==> src/rtl/mqpd_pkg.sv <==
`timescale 1ns / 1ps
`default_nettype none
// ---------------------------------------------------------------------------
// mqpd_pkg
// Request, response and chain token types and codes for the queue bank.
// ---------------------------------------------------------------------------
package mqpd_pkg;

    localparam int QIDX_BITS      = 5;
    localparam int TAG_IN_BITS    = 16;
    localparam int LEN_BITS       = 4;
    localparam int CODE_BITS      = 2;
    localparam int QUEUE_MAX_BITS = 6;
    localparam int SLOT_MAX_BITS  = 5;
    localparam int COUNT_MAX_BITS = 6;

    localparam logic MODE_ADD  = 1'b0;
    localparam logic MODE_TAKE = 1'b1;

    localparam logic [CODE_BITS-1:0] RES_DONE  = 2'd0;
    localparam logic [CODE_BITS-1:0] RES_FULL  = 2'd1;
    localparam logic [CODE_BITS-1:0] RES_EMPTY = 2'd2;

    typedef struct packed {
        logic                   mode;
        logic [QIDX_BITS-1:0]   queue_index;
        logic [TAG_IN_BITS-1:0] item_tag;
        logic                   urgent;
    } req_t;

    typedef struct packed {
        logic [CODE_BITS-1:0]   result_code;
        logic [TAG_IN_BITS-1:0] taken_tag;
        logic                   taken_urgent;
        logic [LEN_BITS-1:0]    new_length;
    } rsp_t;

    typedef struct packed {
        logic                      mode;
        logic [QUEUE_MAX_BITS-1:0] queue;
        logic [TAG_IN_BITS-1:0]    tag;
        logic                      urgent;
        logic [CODE_BITS-1:0]      code;
        logic [SLOT_MAX_BITS-1:0]  slot;
        logic [COUNT_MAX_BITS-1:0] cnt;
    } tok_t;

endpackage
`default_nettype wire

==> src/rtl/mqpd_cell.sv <==
`timescale 1ns / 1ps
`default_nettype none
// ---------------------------------------------------------------------------
// mqpd_cell
// One queue's head and count; updates them when a passing token hits it and succeeds.
// ---------------------------------------------------------------------------
module mqpd_cell #(
    parameter int CELL_ID     = 0,
    parameter int QUEUE_DEPTH = 8
) (
    input  wire logic           clk,
    input  wire logic           rst_n,
    input  wire logic           adv,
    input  wire logic           tok_valid_in,
    input  wire mqpd_pkg::tok_t tok_in,
    output logic                tok_valid_out,
    output mqpd_pkg::tok_t      tok_out
);

    import mqpd_pkg::*;

    localparam int HW = (QUEUE_DEPTH > 1) ? $clog2(QUEUE_DEPTH) : 1;
    localparam int CW = $clog2(QUEUE_DEPTH + 1);
    localparam int SW = HW + 1;

    logic [HW-1:0] head_reg;
    logic [HW-1:0] head_next;
    logic [CW-1:0] count_reg;
    logic [CW-1:0] count_next;
    logic          valid_reg;
    tok_t          tok_reg;
    tok_t          tok_next;

    logic          hit;
    logic          full;
    logic          empty;
    logic [HW-1:0] head_dec;
    logic [HW-1:0] head_inc;
    logic [SW-1:0] tail_sum;
    logic [HW-1:0] tail_slot;

    assign hit      = tok_valid_in && (tok_in.queue == QUEUE_MAX_BITS'(CELL_ID));
    assign full     = (count_reg == CW'(QUEUE_DEPTH));
    assign empty    = (count_reg == '0);
    assign head_dec = (head_reg == '0) ? HW'(QUEUE_DEPTH - 1) : head_reg - 1'b1;
    assign head_inc = (head_reg == HW'(QUEUE_DEPTH - 1)) ? '0 : head_reg + 1'b1;
    assign tail_sum = {1'b0, head_reg} + SW'(count_reg);
    assign tail_slot = (tail_sum >= SW'(QUEUE_DEPTH)) ? HW'(tail_sum - SW'(QUEUE_DEPTH))
                                                     : HW'(tail_sum);

    always_comb
    begin
        head_next  = head_reg;
        count_next = count_reg;
        tok_next   = tok_in;
        if (hit)
        begin
            if (tok_in.mode == MODE_ADD)
            begin
                if (full)
                begin
                    tok_next.code = RES_FULL;
                    tok_next.cnt  = COUNT_MAX_BITS'(count_reg);
                end
                else
                begin
                    if (tok_in.urgent)
                    begin
                        head_next     = head_dec;
                        tok_next.slot = SLOT_MAX_BITS'(head_dec);
                    end
                    else
                    begin
                        tok_next.slot = SLOT_MAX_BITS'(tail_slot);
                    end
                    count_next    = count_reg + 1'b1;
                    tok_next.code = RES_DONE;
                    tok_next.cnt  = COUNT_MAX_BITS'(count_next);
                end
            end
            else
            begin
                if (empty)
                begin
                    tok_next.code = RES_EMPTY;
                    tok_next.cnt  = '0;
                end
                else
                begin
                    head_next     = head_inc;
                    count_next    = count_reg - 1'b1;
                    tok_next.slot = SLOT_MAX_BITS'(head_reg);
                    tok_next.code = RES_DONE;
                    tok_next.cnt  = COUNT_MAX_BITS'(count_next);
                end
            end
        end
    end

    always_ff @(posedge clk or negedge rst_n)
    begin
        if (!rst_n)
        begin
            head_reg  <= '0;
            count_reg <= '0;
            valid_reg <= 1'b0;
        end
        else if (adv)
        begin
            valid_reg <= tok_valid_in;
            head_reg  <= head_next;
            count_reg <= count_next;
        end
    end

    always_ff @(posedge clk)
    begin
        if (adv)
        begin
            tok_reg <= tok_next;
        end
    end

    assign tok_valid_out = valid_reg;
    assign tok_out       = tok_reg;

endmodule
`default_nettype wire

==> config.mk <==
export PLATFORM = sky130hd
export DESIGN_NAME = mqpd_cell
export DESIGN_NICKNAME = d
export VERILOG_FILES = /design/src/rtl/mqpd_pkg.sv /design/src/rtl/mqpd_cell.sv
export SDC_FILE = /design/constraint.sdc
export NUM_CORES = 1
export LEC_CHECK = 0
export BUFFER_PORTS_ARGS = -buffer_cell sky130_fd_sc_hd__buf_2
export CORE_MARGIN = 3
export CORE_UTILIZATION = 49
export CTS_CLUSTER_DIAMETER = 50
export DETAILED_ROUTE_END_ITERATION = 16
export GPL_TIMING_DRIVEN = 0
export PLACE_DENSITY = 0.87
export RECOVER_POWER = 25
export SETUP_SLACK_MARGIN = 0.02
export SYNTH_ARGS = -nofsm -noshare
export SYNTH_HDL_FRONTEND = slang
export SYNTH_SLANG_ARGS = --single-unit
==> constraint.sdc <==
create_clock -name clk -period 2.2 [get_ports clk]
set_input_delay 0.44 -clock clk [delete_from_list [all_inputs] [get_ports clk]]
set_output_delay 0.44 -clock clk [all_outputs]
set_load 0.02 [all_outputs]
==> run metrics, run 1 <==
Synth Area in Compound Gates=0.1008; Post-Synth Adder-Cell Area=0.05691; WL per Instance=16.25 um; clk slew on worst S/H paths=about 0.08 ns; I/O pin cnt=79; antenna cell count=0; pwr dens=approximately 730 nW/um^2; hold_ws=0.3218 ns; Crit Path Class=reg2reg; synth top area cells=edfxtp_1 53%, dfrtp_1 9.5%, ha_1 4.7%; syn nets=207; outcome=finished clean; FF+latch count, synth=45; total CTS buffers=5; Synth async-reset ratio=0.1778; Mapped Area=approximately 2100 um^2; initial antenna violation count=0; # port buffers=just under 80; vias in the first global route=approximately 1600; placer congestion estimate=around 0.85; row cnt=23; post-synthesis xor/xnor area fraction=0.02905; Fmax=~470 MHz; synth unique cells=42; Mapped Cells=~160; Setup crit start=count_reg[0]; Final Hold Vio Count=0; clock tree buffer depth=2; CTS Sinks=45; RSZ-0062 raised after global routing=no; Setup TNS=0 ns; CP Data Required Time=approximately 2.2 ns; clock insertion delay at the later pin of the skew report=0.29 ns; root buffer cell=clkbuf_8; htree depth=2; area grow syn2layout=26.73%; Worst-Margin Slew=~0.54 ns; sequential area share after synthesis=0.6212; Slew headroom=0.6321; EDFF count, synth=37; die area=roughly 5100 um^2; crit-path max FO=9; share of the synthesized area in the top cell type=0.5264; Avg Inst Size Synth=about 13 um^2; first-pass GRT wire length=7472 um; mux cell area share after synthesis=0.04920; DRT Wirelength=roughly 4800 um; Final Max Slew Viols=0; top-count cell post-synth=edfxtp_1; CP cell instances=ha_1 > inv_1 > fa_1 > xnor2_1 > xnor2_1 > o211ai_1 > o211ai_1; post-route minimum period=roughly 2.1 ns; Starting Density=0.5165; Vias/cell=about 5.4; simple-gate share of the synthesized area=0.1150; Yosys warning total=0; hold path start=tok_in[14]; Largest register FFs=37; largest family of logic cells by synthesized area=simple AND/OR/NAND/NOR gates; post-synth top area cell=edfxtp_1; grt total ovfl=0; layout net count=293; slowest CP cell=dfrtp_1; Filler cells=290; DIE WIDTH=between 70 and 80 um; worst clock skew=0.004391 ns; drt drc=0; Startpoint Class=flip-flop; Pre-Repair DR Iteration Count=4; Setup Fix Bufs, Post-CTS=0; post-route ant nets=0; Final Cycle Share=0.9633; worst path arrival time=approximately 2.2 ns; DP HPWL=3659 um; worst hold path class=in2reg; via total after detailed routing=around 1600; Core Footprint=around 4100 um^2; Die Ht=around 72 um; total track usage=0.1880; Setup violations, final=0; worst vdd rail ir drop=around 0.33 mV; max cap viols=0; ys flop type=edfxtp_1; largest net degree at the start of global routing=40; crit end category=flip-flop; CTS tree=built; layout cells sized above 1=0.3745; r2r startpoint=count_reg[0]; 1st-iter DRT viols=110; most frequent cells after synthesis=37 x edfxtp_1, 14 x nand2_1, 9 x o21ai_0; Max stage delay on crit path=between 0.5 and 0.6 ns; Static Leak=~1.1 nW
placed cells by master (no fill, tap or decap), types with 3 or more instances in the layout:
master | netlist | routed
o21ai_0 | 9 | 9
clkbuf_8 | 0 | 5
nor2_1 | 5 | 5
dfrtp_1 | 8 | 8
edfxtp_1 | 37 | 37
a21oi_1 | 3 | 3
xnor2_1 | 5 | 5
buf_2 | 2 | 71
o211ai_1 | 3 | 3
mux2i_1 | 7 | 7
inv_1 | 8 | 8
nand2b_1 | 4 | 4
nor2b_1 | 5 | 4
clkbuf_1 | 2 | 10
and2_1 | 3 | 3
mux2_2 | 3 | 3
nand2_1 | 14 | 14
ha_1 | 8 | 7
layer usage:
| metal | global-route usage | share of wire | routed length [um] | vias up |
|---|---|---|---|---|
| li1 | - | - | - | 753 |
| met1 | 0.2320 | 0.41 | 1931 | 754 |
| met2 | 0.3255 | 0.49 | 2325 | 76 |
| met3 | 0.04067 | 0.090 | 430 | 9 |
| met4 | 0.06681 | 0.016 | 76 | 0 |
| met5 | 0 | 0 | 0 | - |
power breakdown:
group	switching, mW	internal (mW)
logic	0.216	0.138
registers	0.0311	0.994
clock network	0.257	0.330
total	0.503	1.46
what timing repair did:
item / in CTS / in global routing
gates cloned: 0 / 0
hold buffers: 1 / 0
resized for setup: 1 / 2
endpoints found under the hold margin: 8 / 0
endpoints found under the setup margin: 3 / 4
layout make-up:
| type | count | area, um^2 | area share |
|---|---|---|---|
| clock inverters | 2 | 35.03 | 0.01310 |
| flip-flops and latches | 45 | 1311 | 0.4902 |
| inverters | 8 | 30.03 | 0.01123 |
| well taps | 50 | 62.56 | 0.02339 |
| multi-input cells | 98 | 745.7 | 0.2788 |
| clock buffers | 5 | 68.82 | 0.02572 |
| plain buffers | 6 | 28.78 | 0.01076 |
| repair buffers | 79 | 392.9 | 0.1469 |
kinds of logic after synthesis:
family | Yosys count
XOR/XNOR | 7
buffers and inverters | 14
AND/OR/NAND/NOR | 43
AO/OA/AOI/OAI | 29
multiplexers | 10
adder cells (fa/ha/maj) | 9
flip-flops | 45
worst paths after layout:
check | cells past startpoint | slack (ns) | end
max in group asynchronous | 2 | 1.30 | tok_valid_out
setup / recovery | 7 | 0.08 | tok_out[8]
hold reg to reg | 1 | 0.51 | tok_valid_out
min in group asynchronous | 2 | 0.59 | count_reg[2]
hold / removal | 1 | 0.32 | tok_out[14]
setup reg to reg | 7 | 0.08 | tok_out[8]
per-stage QoR:
stage,setup WS [ns],utilization,total power [mW],instance area (um^2),std cells
after floorplan,0.3396,-,1.249,2111,157
after global placement,-0.2836,0.6274,1.375,2564,285
after detailed placement,-0.3045,0.6274,1.391,2564,285
after CTS,0.02671,0.6558,1.978,2680,293
after global routing,0.02666,0.6546,2.050,2675,293
final,0.08072,0.6546,1.965,2675,293
critical path, delay by kind of cell, from the launching register on:
family                   cells  cell delay, ns
flip-flops                   1            0.54
adder cells (fa/ha/maj)      2            0.61
XOR/XNOR                     2            0.34
buffers and inverters        1            0.04
AO/OA/AOI/OAI                2            0.32
Note: power is estimated with default switching activity, not from simulation.
==> run 2, diff against run 1 <==
--- a/config.mk
+++ b/config.mk
@@ -11,7 +11,7 @@
 export CTS_CLUSTER_DIAMETER = 50
 export DETAILED_ROUTE_END_ITERATION = 16
 export GPL_TIMING_DRIVEN = 0
-export PLACE_DENSITY = 0.87
+export PLACE_DENSITY = 0.86
 export RECOVER_POWER = 25
 export SETUP_SLACK_MARGIN = 0.02
 export SYNTH_ARGS = -nofsm -noshare
==> run metrics, run 2 (synthesis results as in run 1) <==
outcome=finished clean (unchanged); commonest non-fill, non-tap cells in the layout=73 x buf_2, 37 x edfxtp_1, 14 x nand2_1, 9 x o21ai_0 (was 71 x buf_2, 37 x edfxtp_1, 14 x nand2_1, 10 x clkbuf_1, 9 x o21ai_0); CTS Sinks=45 (unchanged); slowest CP cell=dfrtp_1 (unchanged); vias in the first global route=1582 (was 1567); Worst-Margin Slew=0.5339 ns (was 0.5445 ns); Die Ht=71.64 um (unchanged); Worst Hold End=tok_out[19] (was tok_out[14]); Design Area, Final=2689 um^2 (was 2675 um^2); antenna cell count=0 (unchanged); placer congestion estimate=0.9232 (was 0.8539); worst vdd rail ir drop=0.2342 mV (was 0.3274 mV); Overall Power=1.983 mW (was 1.965 mW); hold_ws=0.3147 ns (was 0.3218 ns); clock tree buffer depth=2 (unchanged); reg2reg end=tok_out[0] (was tok_out[8]); total track usage=0.1916 (was 0.1880); Post-DP Area=2564 um^2 (unchanged); initial antenna violation count=0 (unchanged); worst clock skew=0.002918 ns (was 0.004391 ns); root buffer cell=clkbuf_8 (unchanged); Setup violations, final=0 (unchanged); DP HPWL=3606 um (was 3659 um); r2r setup slk=0.16 ns (was 0.08 ns); crit end category=flip-flop (unchanged); Worst Reg-to-Reg Cells=6 (was 7); via total after detailed routing=1587 (was 1592); CP Data Required Time=2.25 ns (was 2.23 ns); area grow syn2layout=27.39% (was 26.73%); Slew headroom=0.6392 (was 0.6321); Starting Density=0.5165 (unchanged); pwr dens=737.5 nW/um^2 (was 734.5 nW/um^2); RSZ-0062 raised after global routing=no (unchanged); row cnt=23 (unchanged); DIE WIDTH=71.64 um (unchanged); CTS tree=built (unchanged); htree depth=2 (unchanged); largest net degree at the start of global routing=40 (unchanged); post-route ant nets=0 (unchanged); worst hold path class=in2reg (unchanged); Max stage delay on crit path=0.50 ns (was 0.54 ns); CP cell instances=inv_1 > ha_2 > nor2b_4 > and2_1 > o21ai_0 > mux2_2 (was ha_1 > inv_1 > fa_1 > xnor2_1 > xnor2_1 > o211ai_1 > o211ai_1); worst path arrival time=2.09 ns (was 2.15 ns); Fmax=490.0 MHz (was 471.9 MHz); clock insertion delay at the later pin of the skew report=0.30 ns (was 0.29 ns); Static Leak=1.122 nW (was 1.118 nW); Final Max Slew Viols=0 (unchanged); Pre-Repair DR Iteration Count=4 (unchanged); WL per Instance=16.03 um (was 16.25 um); I/O pin cnt=79 (unchanged); Largest register FFs=37 (unchanged); # port buffers=78 (unchanged); 1st-iter DRT viols=92 (was 110); Vias/cell=5.398 (was 5.433); Final Hold Vio Count=0 (unchanged); most common cell after layout, fill and taps aside=buf_2 (unchanged); grt total ovfl=0 (unchanged); hold path start=tok_in[19] (was tok_in[14]); layout net count=293 (unchanged); Startpoint Class=flip-flop (unchanged); r2r startpoint=count_reg[0] (unchanged); Final Cycle Share=0.9276 (was 0.9633); WHS Path Cells=1 (unchanged); first-pass GRT wire length=7555 um (was 7472 um); crit-path max FO=9 (unchanged); clk slew on worst S/H paths=0.08 ns (about the same); die area=5132 um^2 (unchanged); Crit Path Class=reg2reg (unchanged); layout cells sized above 1=0.3811 (was 0.3745); post-route minimum period=2.041 ns (was 2.119 ns); max cap viols=0 (unchanged); DRT Wirelength=4714 um (was 4762 um); Core Footprint=4086 um^2 (unchanged); drt drc=0 (unchanged); total CTS buffers=5 (unchanged)
run 2: through the flow:
stage	std cells	TNS [ns]	setup WS, ns	util
final	294	0	0.1593	0.6580
after global routing	294	0	0.09002	0.6580
after CTS	294	0	0.06400	0.6580
after detailed placement	285	-1.529	-0.2940	0.6274
after global placement	285	-1.396	-0.2781	0.6274
after floorplan	157	0	0.3396	-
run 2: cell type report:
| type | count | area [um^2] |
|---|---|---|
| plain buffers | 6 | 28.78 |
| flip-flops and latches | 45 | 1311 |
| fillers | 280 | 1398 |
| inverters | 8 | 30.03 |
| repair buffers | 79 | 395.4 |
| clock buffers | 5 | 68.82 |
| multi-input cells | 98 | 750.7 |
| clock inverters | 3 | 41.29 |
| well taps | 50 | 62.56 |
run 2: worst max-delay path: cells and delay by family, from the launching register on:
kind	cells	cell delay [ns]
multiplexers	1	0.29
AO/OA/AOI/OAI	1	0.11
buffers and inverters	1	0.18
adder cells (fa/ha/maj)	1	0.28
flip-flops	1	0.50
AND/OR/NAND/NOR	2	0.44
run 2: how the worst max path moves through the flow:
stage / startpoint / end / slack, ns / depth (start not counted)
6_report: count_reg[0] / tok_out[0] / 0.16 / 6
5_1_grt: count_reg[0] / tok_out[0] / 0.09 / 6
4_1_cts: count_reg[0] / tok_out[0] / 0.06 / 6
3_5_place_dp: adv / head_reg[2] / -0.29 / 5
3_3_place_gp: adv / head_reg[0] / -0.28 / 5
2_1_floorplan: count_reg[0] / tok_out[0] / 0.34 / 6
run 2: layer usage:
layer / wire [um] / global-route usage / vias to the layer above
li1: - / - / 749
met1: 1795 / 0.2160 / 746
met2: 2341 / 0.3347 / 85
met3: 514 / 0.06311 / 7
met4: 61 / 0.07516 / 0
met5: 0 / 0 / -
run 2: power by group:
| part | switching, mW | total (mW) | internal, mW |
|---|---|---|---|
| Combinational | 0.212 | 0.352 | 0.140 |
| Sequential | 0.0301 | 1.02 | 0.993 |
| Clock | 0.273 | 0.607 | 0.334 |
run 2: repair_timing:
item	in CTS	in global routing
buffers inserted	0	0
endpoints found under the setup margin	2	3
endpoints found under the hold margin	8	0
gates resized for setup	2	2
hold buffers	1	0
